## config.mk

```make
export PLATFORM = sky130hd
export DESIGN_NAME = triangle_index_generator_flat
export DESIGN_NICKNAME = d
export VERILOG_FILES = /design/src/rtl/core/tig_pkg.sv /design/src/rtl/core/tig_req_if.sv /design/src/rtl/core/tig_tri_if.sv /design/src/rtl/core/tig_ctrl.sv /design/src/rtl/core/tig_datapath.sv /design/src/rtl/core/triangle_index_generator.sv /design/src/flat_wrapper.sv
export VERILOG_INCLUDE_DIRS = /design/src /design/src/rtl/core
export SDC_FILE = /design/constraint.sdc
export NUM_CORES = 1
export LEC_CHECK = 0
export BUFFER_PORTS_ARGS = -buffer_cell sky130_fd_sc_hd__clkbuf_2
export CAP_MARGIN = 0
export CORE_ASPECT_RATIO = 1.25
export CORE_MARGIN = 4
export CORE_UTILIZATION = 63
export DETAILED_ROUTE_END_ITERATION = 16
export GPL_TIMING_DRIVEN = 0
export PLACE_DENSITY = 0.95
export SYNTH_ARGS = -nofsm -noshare
export SYNTH_HDL_FRONTEND = slang
export SYNTH_SLANG_ARGS = --single-unit
```

## constraint.sdc

```tcl
create_clock -name clk -period 9.2 [get_ports clk]
set_clock_uncertainty 0.2 [all_clocks]
set_input_delay 0.46 -clock clk [delete_from_list [all_inputs] [get_ports clk]]
set_output_delay 0.46 -clock clk [all_outputs]
set_load 0.05 [all_outputs]
```

## src/rtl/core/assert_macros.svh

```systemverilog
// Assertion helpers; clk and rst_n must be visible where these are used.
`ifndef ASSERT_MACROS_SVH
`define ASSERT_MACROS_SVH

// Implication checked within the same cycle.
`define TIG_ASSERT_SAME(label, ante, cons) \
    label: assert property (@(posedge clk) disable iff (!rst_n) (ante) |-> (cons)) \
        else $error("tig assertion failed");

// Implication checked in the next cycle.
`define TIG_ASSERT_NEXT(label, ante, cons) \
    label: assert property (@(posedge clk) disable iff (!rst_n) (ante) |=> (cons)) \
        else $error("tig assertion failed");

`endif

```

## src/rtl/core/tig_pkg.sv

```systemverilog
package tig_pkg;

    localparam int IDX_W = 16;   // vertex index field width
    localparam int CNT_W = 6;    // point count field width
    localparam int ALPHA_W = 8;
    localparam int I_W = 5;      // step counter inside one phase
    localparam int LEFT_W = 6;   // triangles left in a request, at most 62

    localparam logic OP_FAN = 1'b0;
    localparam logic OP_ARC = 1'b1;

    typedef logic [2:0] phase_t;

    localparam phase_t PH_IDLE    = 3'd0;
    localparam phase_t PH_FAN     = 3'd1;
    localparam phase_t PH_PREFIX  = 3'd2;
    localparam phase_t PH_SUFFIX  = 3'd3;
    localparam phase_t PH_STRIP_A = 3'd4;
    localparam phase_t PH_STRIP_B = 3'd5;

    typedef struct packed {
        logic   idle;
        logic   load;
        logic   emit;
        logic   clr_cnt;
        logic   inc_cnt;
        phase_t phase;
    } tig_cmd_t;

    typedef struct packed {
        logic   req_ok;
        phase_t first_phase;
        logic   s_zero;
        logic   last;
        logic   prefix_end;
        logic   suffix_end;
        logic   slot_free;
    } tig_status_t;

endpackage

```

## src/rtl/core/tig_req_if.sv

```systemverilog
interface tig_req_if import tig_pkg::*; ();
    logic               valid;
    logic               ready;
    logic               opcode;
    logic [IDX_W-1:0]   base_vertex;
    logic [CNT_W-1:0]   outer_points;
    logic [CNT_W-1:0]   inner_points;
    logic [ALPHA_W-1:0] alpha;

    modport source (output valid, opcode, base_vertex, outer_points, inner_points, alpha,
                    input ready);
    modport sink (input valid, opcode, base_vertex, outer_points, inner_points, alpha,
                  output ready);
endinterface

```

## src/rtl/core/tig_tri_if.sv

```systemverilog
interface tig_tri_if import tig_pkg::*; ();
    logic             valid;
    logic             ready;
    logic [IDX_W-1:0] index_a;
    logic [IDX_W-1:0] index_b;
    logic [IDX_W-1:0] index_c;
    logic             last;

    modport source (output valid, index_a, index_b, index_c, last, input ready);
    modport sink (input valid, index_a, index_b, index_c, last, output ready);
endinterface

```

## src/rtl/core/tig_ctrl.sv

```systemverilog
module tig_ctrl import tig_pkg::*; (
    input  logic        clk,
    input  logic        rst_n,
    input  logic        req_valid,
    input  tig_status_t sts,
    output tig_cmd_t    cmd
);

    localparam phase_t ST_IDLE    = PH_IDLE;
    localparam phase_t ST_FAN     = PH_FAN;
    localparam phase_t ST_PREFIX  = PH_PREFIX;
    localparam phase_t ST_SUFFIX  = PH_SUFFIX;
    localparam phase_t ST_STRIP_A = PH_STRIP_A;
    localparam phase_t ST_STRIP_B = PH_STRIP_B;

    phase_t state_reg;
    phase_t state_next;

    always_ff @(posedge clk or negedge rst_n)
    begin
        if (!rst_n)
        begin
            state_reg <= ST_IDLE;
        end
        else
        begin
            state_reg <= state_next;
        end
    end

    always_comb
    begin
        state_next  = state_reg;
        cmd         = '0;
        cmd.idle    = (state_reg == ST_IDLE);
        cmd.phase   = state_reg;
        unique case (state_reg)
            ST_IDLE:
            begin
                if (req_valid)
                begin
                    cmd.load    = 1'b1;
                    cmd.clr_cnt = 1'b1;
                    if (sts.req_ok)
                    begin
                        state_next = sts.first_phase;
                    end
                end
            end
            ST_FAN, ST_PREFIX, ST_SUFFIX, ST_STRIP_A, ST_STRIP_B:
            begin
                if (sts.slot_free)
                begin
                    cmd.emit = 1'b1;
                    if (sts.last)
                    begin
                        state_next = ST_IDLE;
                    end
                    else
                    begin
                        unique case (state_reg)
                            ST_PREFIX:
                            begin
                                if (sts.prefix_end)
                                begin
                                    cmd.clr_cnt = 1'b1;
                                    state_next  = sts.s_zero ? ST_STRIP_A : ST_SUFFIX;
                                end
                                else
                                begin
                                    cmd.inc_cnt = 1'b1;
                                end
                            end
                            ST_SUFFIX:
                            begin
                                if (sts.suffix_end)
                                begin
                                    cmd.clr_cnt = 1'b1;
                                    state_next  = ST_STRIP_A;
                                end
                                else
                                begin
                                    cmd.inc_cnt = 1'b1;
                                end
                            end
                            ST_STRIP_A:
                            begin
                                state_next = ST_STRIP_B;
                            end
                            ST_STRIP_B:
                            begin
                                cmd.inc_cnt = 1'b1;
                                state_next  = ST_STRIP_A;
                            end
                            default:
                            begin
                                cmd.inc_cnt = 1'b1;
                            end
                        endcase
                    end
                end
            end
            default:
            begin
                state_next = ST_IDLE;
            end
        endcase
    end

endmodule

```

## src/rtl/core/tig_datapath.sv

```systemverilog
module tig_datapath import tig_pkg::*; #(
    parameter int MAX_POINTS = 32,
    parameter int INDEX_BITS = 16
) (
    input  logic        clk,
    input  logic        rst_n,
    tig_req_if.sink     req,
    tig_tri_if.source   triangle,
    input  tig_cmd_t    cmd,
    output tig_status_t sts
);

    localparam logic [IDX_W-1:0] IDX_MASK = (INDEX_BITS >= IDX_W) ? {IDX_W{1'b1}} :
        IDX_W'((64'd1 << INDEX_BITS) - 64'd1);
    localparam logic [CNT_W-1:0] MAX_CNT = CNT_W'(MAX_POINTS);

    logic [IDX_W-1:0]  base_reg;
    logic [IDX_W-1:0]  ib_reg;      // first inner point
    logic [IDX_W-1:0]  il_reg;      // last inner point
    logic [IDX_W-1:0]  bp_reg;      // outer point where the strip starts
    logic [I_W-1:0]    p_reg;
    logic [I_W-1:0]    s_reg;
    logic [LEFT_W-1:0] left_reg;
    logic [I_W-1:0]    cnt_reg;
    logic [IDX_W-1:0]  a_reg;
    logic [IDX_W-1:0]  b_reg;
    logic [IDX_W-1:0]  c_reg;
    logic              last_reg;
    logic              valid_reg;

    logic [CNT_W-1:0]  in_diff;
    logic [I_W-1:0]    in_p;
    logic [I_W-1:0]    in_s;
    logic [CNT_W:0]    in_sum;
    logic              fan_ok;
    logic              arc_ok;
    logic [LEFT_W-1:0] in_total;

    logic [IDX_W-1:0]  ci;
    logic [IDX_W-1:0]  bci;
    logic [IDX_W-1:0]  ibci;
    logic [IDX_W-1:0]  bpci;
    logic [IDX_W-1:0]  at;
    logic [IDX_W-1:0]  tri_a;
    logic [IDX_W-1:0]  tri_b;
    logic [IDX_W-1:0]  tri_c;

    assign in_diff  = req.outer_points - req.inner_points;
    assign in_p     = I_W'(in_diff >> 1);
    assign in_s     = I_W'(in_diff - CNT_W'(in_p));
    assign in_sum   = {1'b0, req.outer_points} + {1'b0, req.inner_points};
    assign fan_ok   = (req.outer_points >= CNT_W'(3)) && (req.outer_points <= MAX_CNT);
    assign arc_ok   = (req.inner_points != '0) && (req.inner_points <= req.outer_points)
                    && (req.outer_points <= MAX_CNT) && (in_sum >= (CNT_W+1)'(3));
    assign in_total = (req.opcode == OP_ARC) ? LEFT_W'(in_sum - (CNT_W+1)'(2))
                                             : LEFT_W'(req.outer_points - CNT_W'(2));

    assign req.ready = cmd.idle;

    always_comb
    begin
        sts.req_ok = (req.alpha != '0) && ((req.opcode == OP_ARC) ? arc_ok : fan_ok);
        if (req.opcode == OP_FAN)
        begin
            sts.first_phase = PH_FAN;
        end
        else if (in_p != '0)
        begin
            sts.first_phase = PH_PREFIX;
        end
        else if (in_s != '0)
        begin
            sts.first_phase = PH_SUFFIX;
        end
        else
        begin
            sts.first_phase = PH_STRIP_A;
        end
        sts.s_zero     = (s_reg == '0);
        sts.last       = (left_reg == LEFT_W'(1));
        sts.prefix_end = ({1'b0, cnt_reg} + (I_W+1)'(1)) == {1'b0, p_reg};
        sts.suffix_end = ({1'b0, cnt_reg} + (I_W+1)'(1)) == {1'b0, s_reg};
        sts.slot_free  = !valid_reg || triangle.ready;
    end

    assign ci   = IDX_W'(cnt_reg);
    assign bci  = base_reg + ci;
    assign ibci = ib_reg + ci;
    assign bpci = bp_reg + ci;
    assign at   = ib_reg - ci - IDX_W'(2);

    always_comb
    begin
        unique case (cmd.phase)
            PH_PREFIX:
            begin
                tri_a = bci;
                tri_b = bci + IDX_W'(1);
                tri_c = ib_reg;
            end
            PH_SUFFIX:
            begin
                tri_a = at;
                tri_b = at + IDX_W'(1);
                tri_c = il_reg;
            end
            PH_STRIP_A:
            begin
                tri_a = bpci;
                tri_b = bpci + IDX_W'(1);
                tri_c = ibci + IDX_W'(1);
            end
            PH_STRIP_B:
            begin
                tri_a = bpci;
                tri_b = ibci + IDX_W'(1);
                tri_c = ibci;
            end
            default:
            begin
                tri_a = base_reg;
                tri_b = bci + IDX_W'(1);
                tri_c = bci + IDX_W'(2);
            end
        endcase
    end

    // request geometry, held for the whole run; output triangle word on each emit
    always_ff @(posedge clk)
    begin
        if (cmd.load)
        begin
            base_reg <= req.base_vertex;
            ib_reg   <= req.base_vertex + IDX_W'(req.outer_points);
            il_reg   <= req.base_vertex + IDX_W'(in_sum) - IDX_W'(1);
            bp_reg   <= req.base_vertex + IDX_W'(in_p);
            p_reg    <= in_p;
            s_reg    <= in_s;
        end
        if (cmd.emit)
        begin
            a_reg    <= tri_a & IDX_MASK;
            b_reg    <= tri_b & IDX_MASK;
            c_reg    <= tri_c & IDX_MASK;
            last_reg <= sts.last;
        end
    end

    always_ff @(posedge clk or negedge rst_n)
    begin
        if (!rst_n)
        begin
            left_reg  <= '0;
            cnt_reg   <= '0;
            valid_reg <= 1'b0;
        end
        else
        begin
            if (cmd.load)
            begin
                left_reg <= in_total;
            end
            else if (cmd.emit)
            begin
                left_reg <= left_reg - LEFT_W'(1);
            end
            if (cmd.clr_cnt)
            begin
                cnt_reg <= '0;
            end
            else if (cmd.inc_cnt)
            begin
                cnt_reg <= cnt_reg + I_W'(1);
            end
            if (cmd.emit)
            begin
                valid_reg <= 1'b1;
            end
            else if (triangle.ready)
            begin
                valid_reg <= 1'b0;
            end
        end
    end

    assign triangle.valid   = valid_reg;
    assign triangle.index_a = a_reg;
    assign triangle.index_b = b_reg;
    assign triangle.index_c = c_reg;
    assign triangle.last    = last_reg;

endmodule

```

## src/rtl/core/triangle_index_generator.sv

```systemverilog
// Triangle index generator.
// request channel: one word per draw request (opcode, base_vertex, outer_points,
//   inner_points, alpha). Fan mode gives outer_points-2 triangles, arc mode gives
//   outer_points+inner_points-2; a rejected request (alpha zero, bad counts) gives none.
// triangle channel: one word per triangle (index_a, index_b, index_c), last set on
//   the final triangle of the request. Indices wrap modulo 2^INDEX_BITS (2^IDX_W at most).
// The request is loaded into the sequencer, then the first triangle is registered in the
//   output register once it is free. A rejected request is only loaded. The rate is set
//   by the single index adder set, one triangle per cycle while the receiver keeps up;
//   after the last triangle the sequencer goes back to idle.
// request.ready is high only while the sequencer is idle; the next request may be
//   taken while the last triangle still sits in the output register.
// A stalled receiver holds the output register and freezes the sequencer; no
//   triangle is dropped or repeated.
// Reset clears the sequencer and the output valid; nothing else needs clearing.
`include "assert_macros.svh"

module triangle_index_generator import tig_pkg::*; #(
    parameter int MAX_POINTS = 32,
    parameter int INDEX_BITS = 16
) (
    input  logic      clk,
    input  logic      rst_n,
    tig_req_if.sink   request,
    tig_tri_if.source triangle
);

    tig_cmd_t    cmd;
    tig_status_t sts;

    tig_ctrl u_ctrl (
        .clk       (clk),
        .rst_n     (rst_n),
        .req_valid (request.valid),
        .sts       (sts),
        .cmd       (cmd)
    );

    tig_datapath #(
        .MAX_POINTS (MAX_POINTS),
        .INDEX_BITS (INDEX_BITS)
    ) u_datapath (
        .clk      (clk),
        .rst_n    (rst_n),
        .req      (request),
        .triangle (triangle),
        .cmd      (cmd),
        .sts      (sts)
    );

    `TIG_ASSERT_SAME(a_emit_needs_slot, cmd.emit, sts.slot_free)
    `TIG_ASSERT_NEXT(a_last_ends_run, cmd.emit && sts.last, cmd.idle)
    `TIG_ASSERT_SAME(a_mid_run_busy, triangle.valid && !triangle.last, !cmd.idle)

endmodule

```

## src/flat_wrapper.sv

```systemverilog
// flat-port wrapper written by rule: the top's interface ports become plain ports
module triangle_index_generator_flat import tig_pkg::*;
#(
    parameter int MAX_POINTS = 32,
    parameter int INDEX_BITS = 16
)
  (clk, rst_n, request_valid, request_opcode, request_base_vertex, request_outer_points, request_inner_points, request_alpha, request_ready, triangle_valid, triangle_index_a, triangle_index_b, triangle_index_c, triangle_last, triangle_ready);
  tig_req_if request_i ();
  tig_tri_if triangle_i ();
  input  logic clk;
  input  logic rst_n;
  input wire logic [$bits(request_i.valid)-1:0] request_valid;
  input wire logic [$bits(request_i.opcode)-1:0] request_opcode;
  input wire logic [$bits(request_i.base_vertex)-1:0] request_base_vertex;
  input wire logic [$bits(request_i.outer_points)-1:0] request_outer_points;
  input wire logic [$bits(request_i.inner_points)-1:0] request_inner_points;
  input wire logic [$bits(request_i.alpha)-1:0] request_alpha;
  output wire logic [$bits(request_i.ready)-1:0] request_ready;
  output wire logic [$bits(triangle_i.valid)-1:0] triangle_valid;
  output wire logic [$bits(triangle_i.index_a)-1:0] triangle_index_a;
  output wire logic [$bits(triangle_i.index_b)-1:0] triangle_index_b;
  output wire logic [$bits(triangle_i.index_c)-1:0] triangle_index_c;
  output wire logic [$bits(triangle_i.last)-1:0] triangle_last;
  input wire logic [$bits(triangle_i.ready)-1:0] triangle_ready;
  assign request_i.valid = request_valid;
  assign request_i.opcode = request_opcode;
  assign request_i.base_vertex = request_base_vertex;
  assign request_i.outer_points = request_outer_points;
  assign request_i.inner_points = request_inner_points;
  assign request_i.alpha = request_alpha;
  assign request_ready = request_i.ready;
  assign triangle_valid = triangle_i.valid;
  assign triangle_index_a = triangle_i.index_a;
  assign triangle_index_b = triangle_i.index_b;
  assign triangle_index_c = triangle_i.index_c;
  assign triangle_last = triangle_i.last;
  assign triangle_i.ready = triangle_ready;
  triangle_index_generator #(.MAX_POINTS(MAX_POINTS), .INDEX_BITS(INDEX_BITS)) u_core (.clk(clk), .rst_n(rst_n), .request(request_i), .triangle(triangle_i));
endmodule
```

==> metrics.txt <==
# TYPE chip_impl_metric gauge
chip_impl_metric{name="cts_buffers",unit=""} 17
chip_impl_metric{name="synth_edf_count",unit=""} 123
chip_impl_metric{name="place.detailed.hpwl",unit="mm"} 27.34
chip_impl_metric{name="final_min_period_over_clock_period",unit=""} 0.4941
chip_impl_metric{name="fin_ws",unit="ns"} 4.655
chip_impl_metric{name="crit_arrival",unit="ns"} 4.51
chip_impl_info{name="critPathCaptureType",value="flip-flop"} 1
chip_impl_info{name="status",value="complete, no violations"} 1
chip_impl_metric{name="clk-insertion-delay-late",unit="ns"} 0.43
chip_impl_metric{name="grt_overflow",unit=""} 0
chip_impl_metric{name="num_io_pins",unit=""} 92
chip_impl_metric{name="drt-initial-drc-count",unit=""} 1213
chip_impl_metric{name="wl_per_cell",unit="um"} 22.19
chip_impl_metric{name="final_count_of_pins_violating_max_slew",unit=""} 0
chip_impl_metric{name="synth.ff_latch_count",unit=""} 138
chip_impl_metric{name="cellLeakagePower",unit="nW"} 5.314
chip_impl_metric{name="fmaxAchievable",unit="GHz"} 0.2200
chip_impl_info{name="crit_path_start_kind",value="flip-flop"} 1
chip_impl_info{name="cts.root.buffer_cell",value="sky130_fd_sc_hd__clkbuf_16"} 1
chip_impl_metric{name="drt-pass1-iter-count",unit=""} 6
chip_impl_metric{name="track_usage",unit=""} 0.3469
chip_impl_info{name="rsz0062_at_grt",value="false"} 1
chip_impl_metric{name="place_worst_setup_slack",unit="ns"} 4.515
chip_impl_info{name="critical-path-top-delay-family",value="compound AO/OA/AOI/OAI gates"} 1
chip_impl_metric{name="netlist-cell-type-count",unit=""} 91
chip_impl_metric{name="report.final.hold_viol_count",unit=""} 0
chip_impl_info{name="critical-path-slowest-cell",value="sky130_fd_sc_hd__dfrtp_1"} 1
chip_impl_metric{name="rel_slew_slack",unit=""} 0.2949
chip_impl_metric{name="post-route-min-period",unit="ns"} 4.545
chip_impl_metric{name="finalSetupViolations",unit=""} 0
chip_impl_metric{name="slowest_delay",unit="ns"} 0.67
chip_impl_metric{name="viasPerCell",unit=""} 6.467
chip_impl_metric{name="placed_area",unit="sq um"} 12580
chip_impl_metric{name="coreArea",unit="sq um"} 18240
chip_impl_metric{name="floorplan_die_area",unit="sq um"} 20940
chip_impl_metric{name="clkSlewWorstSetupHoldPaths",unit="ns"} 0.06
chip_impl_metric{name="clock_sinks",unit=""} 138
chip_impl_metric{name="maximum_number_of_pins_on_one_net_before_global_route_repair",unit=""} 78
chip_impl_info{name="post-synth-top-count-cell",value="sky130_fd_sc_hd__edfxtp_1"} 1
chip_impl_info{name="synth_ff_type",value="sky130_fd_sc_hd__edfxtp_1"} 1
chip_impl_metric{name="syn_to_final_growth",unit="%"} 12.30
chip_impl_metric{name="mapped_cell_area",unit="sq um"} 11770
chip_impl_info{name="synth.top_cells.by_area",value="sky130_fd_sc_hd__edfxtp_1 (31%), sky130_fd_sc_hd__ha_1 (9.4%), sky130_fd_sc_hd__xnor2_1 (7.2%)"} 1
chip_impl_metric{name="antenna_left",unit=""} 0
chip_impl_info{name="cell_taking_the_most_area_after_synthesis",value="sky130_fd_sc_hd__edfxtp_1"} 1
chip_impl_metric{name="place.gp.congestion",unit=""} 1.002
chip_impl_metric{name="detail_route.wirelength",unit="mm"} 35.95
chip_impl_metric{name="placed_cells",unit=""} 1588
chip_impl_metric{name="path_max_fanout",unit=""} 10
chip_impl_metric{name="count_of_cells_resized_by_post_cts_repair",unit=""} 0
chip_impl_metric{name="timing.setup.tns",unit="ns"} 0
chip_impl_metric{name="finish.net_count",unit=""} 1519
chip_impl_metric{name="synthesis_warnings",unit=""} 0
chip_impl_metric{name="crit_required",unit="ns"} 9.16
chip_impl_metric{name="detailroute.via_count",unit=""} 10477
chip_impl_metric{name="die_height",unit="um"} 160.8
chip_impl_metric{name="syn_inst_count",unit=""} 1264
chip_impl_info{name="path_cells",value="ha_1 > buf_4 > inv_1 > ha_1 > nor3b_1 > a311oi_1 > o21ai_0 > xor2_1 > o221ai_1 > nand4_4 > nor4_1 > xor2_1 > mux2i_1"} 1
chip_impl_metric{name="yosysTopAreaCellShare",unit=""} 0.3139
chip_impl_metric{name="floorplan.initialDensity",unit=""} 0.6452
chip_impl_metric{name="layout-drive-gt1-share",unit=""} 0.1300
chip_impl_metric{name="cts.path.max_buffers",unit=""} 2
chip_impl_metric{name="grt_pass1_wl",unit="mm"} 55.71
chip_impl_info{name="tritoncts_clock_tree",value="built"} 1
chip_impl_info{name="synthTopCellsByCount",value="sky130_fd_sc_hd__edfxtp_1 (123), sky130_fd_sc_hd__nor2_1 (114), sky130_fd_sc_hd__inv_1 (100)"} 1
chip_impl_metric{name="antenna_diode_instance_count",unit=""} 0
chip_impl_metric{name="ys_seq_area_frac",unit=""} 0.3458
chip_impl_metric{name="max-vdd-ir-drop",unit="mV"} 0.1595
chip_impl_metric{name="place.port_buffers",unit=""} 91
chip_impl_metric{name="timing_worst_slew_pin_value",unit="ns"} 1.058
chip_impl_metric{name="die_width",unit="um"} 130.2
chip_impl_info{name="timing_worst_setup_path_type",value="reg2reg"} 1
chip_impl_metric{name="std_cell_rows",unit=""} 55
chip_impl_metric{name="final_cell_area",unit="sq um"} 13210
chip_impl_metric{name="first_global_vias",unit=""} 10228
chip_impl_metric{name="timing.max_cap.violations",unit=""} 0
chip_impl_metric{name="syn-num-nets",unit=""} 1403
chip_impl_metric{name="htree_levels",unit=""} 4
chip_impl_metric{name="p_per_area",unit="nW/um^2"} 362.8
chip_impl_info{name="hold_path_class",value="in2reg"} 1
chip_impl_metric{name="final_cells",unit=""} 1620
chip_impl_metric{name="antenna_found_initial",unit=""} 0
chip_impl_metric{name="syn_area_per_cell",unit="sq um"} 9.309
chip_impl_metric{name="timing.critical_path.buf_inv",unit=""} 2
chip_impl_metric{name="postSynth.asyncResetShare",unit=""} 0.1087
chip_impl_metric{name="post-route-drc-count",unit=""} 0
==> layout by cell type, fill, tap and decap left out, types with 15 or more instances in the layout <==
cell type / instances
sky130_fd_sc_hd__o21ai_0: 55
sky130_fd_sc_hd__inv_1: 100
sky130_fd_sc_hd__clkbuf_1: 36
sky130_fd_sc_hd__mux2i_1: 28
sky130_fd_sc_hd__clkbuf_16: 17
sky130_fd_sc_hd__xnor2_1: 97
sky130_fd_sc_hd__nor3_1: 28
sky130_fd_sc_hd__o211ai_1: 15
sky130_fd_sc_hd__nor2_1: 114
sky130_fd_sc_hd__ha_1: 88
sky130_fd_sc_hd__a21oi_1: 79
sky130_fd_sc_hd__clkbuf_2: 91
sky130_fd_sc_hd__edfxtp_1: 123
sky130_fd_sc_hd__nand2b_1: 17
sky130_fd_sc_hd__xor2_1: 73
sky130_fd_sc_hd__dfrtp_1: 15
sky130_fd_sc_hd__nand3_1: 18
sky130_fd_sc_hd__a21o_1: 15
sky130_fd_sc_hd__nand2_1: 90
sky130_fd_sc_hd__or3_1: 19
==> stage by stage <==
stage / power (W) / hold WS (ns) / utilization
final: 0.004794 / 0.09331 / 0.7246
after floorplan: 0.003195 / -0.03559 / -
after CTS: 0.004725 / 0.08158 / 0.7246
after global routing: 0.005026 / 0.09138 / 0.7246
after detailed placement: 0.003956 / 0.1944 / 0.6901
after global placement: 0.003892 / 0.1879 / 0.6858
==> timing repair <==
item / 4_1_cts / 5_1_grt
buffers inserted: 0 / 0
endpoints found under the hold margin: 15 / 0
hold buffers: 1 / 0
==> area by class of cell <==
class                           count  area (sq um)
Buffer                             52         231.5
Clock buffer                       18         429.2
Clock inverter                     13         190.2
Fill cell                        1284          5022
Inverter                          101         379.1
Multi-Input combinational cell    973          7096
Sequential cell                   138          4069
Tap cell                          228         285.3
Timing Repair Buffer               97         534.3
==> final timing paths <==
kind,end,depth (start not counted),slack [ns],start
worst max-delay path,u_core.u_datapath.triangle.index_b[15]$_DFFE_PP_,13,4.65,u_core.u_datapath.cnt_reg[4]$_DFFE_PN0P_
worst min-delay path,u_core.u_datapath.base_reg[9]$_DFFE_PP_,1,0.09,request_base_vertex[9]
worst max register to register,u_core.u_datapath.triangle.index_b[15]$_DFFE_PP_,13,4.65,u_core.u_datapath.cnt_reg[4]$_DFFE_PN0P_
worst min register to register,u_core.u_datapath.triangle.valid$_DFFE_PN0P_,2,0.40,u_core.u_datapath.triangle.valid$_DFFE_PN0P_
max in group asynchronous,u_core.u_ctrl.state_reg[2]$_DFFE_PN0P_,2,8.22,rst_n
min in group asynchronous,u_core.u_datapath.left_reg[2]$_DFFE_PN0P_,2,0.30,rst_n
==> metal layers <==
metal	vias up	GRT usage	wire, um
met5	-	0	0
met4	0	0.1701	1735
met3	142	0.07285	3863
met2	644	0.5630	17100
met1	4914	0.4359	13250
li1	4777	-	-
==> report_power, final <==
part / internal, W / switching (W)
registers: 0.00103 / 0.000148
logic: 0.000914 / 0.00195
clock network: 0.000456 / 0.000294
==> cells by family after synthesis <==
| kind of cell | Yosys count | share of synthesized area |
|---|---|---|
| flops | 138 | 0.3458 |
| compound gates | 275 | 0.1589 |
| fa+ha+maj | 99 | 0.1114 |
| mux | 36 | 0.03148 |
| buf+inv | 153 | 0.05157 |
| xor+xnor | 171 | 0.1285 |
| simple gates | 392 | 0.1724 |
(Power assumes the default switching activity.)
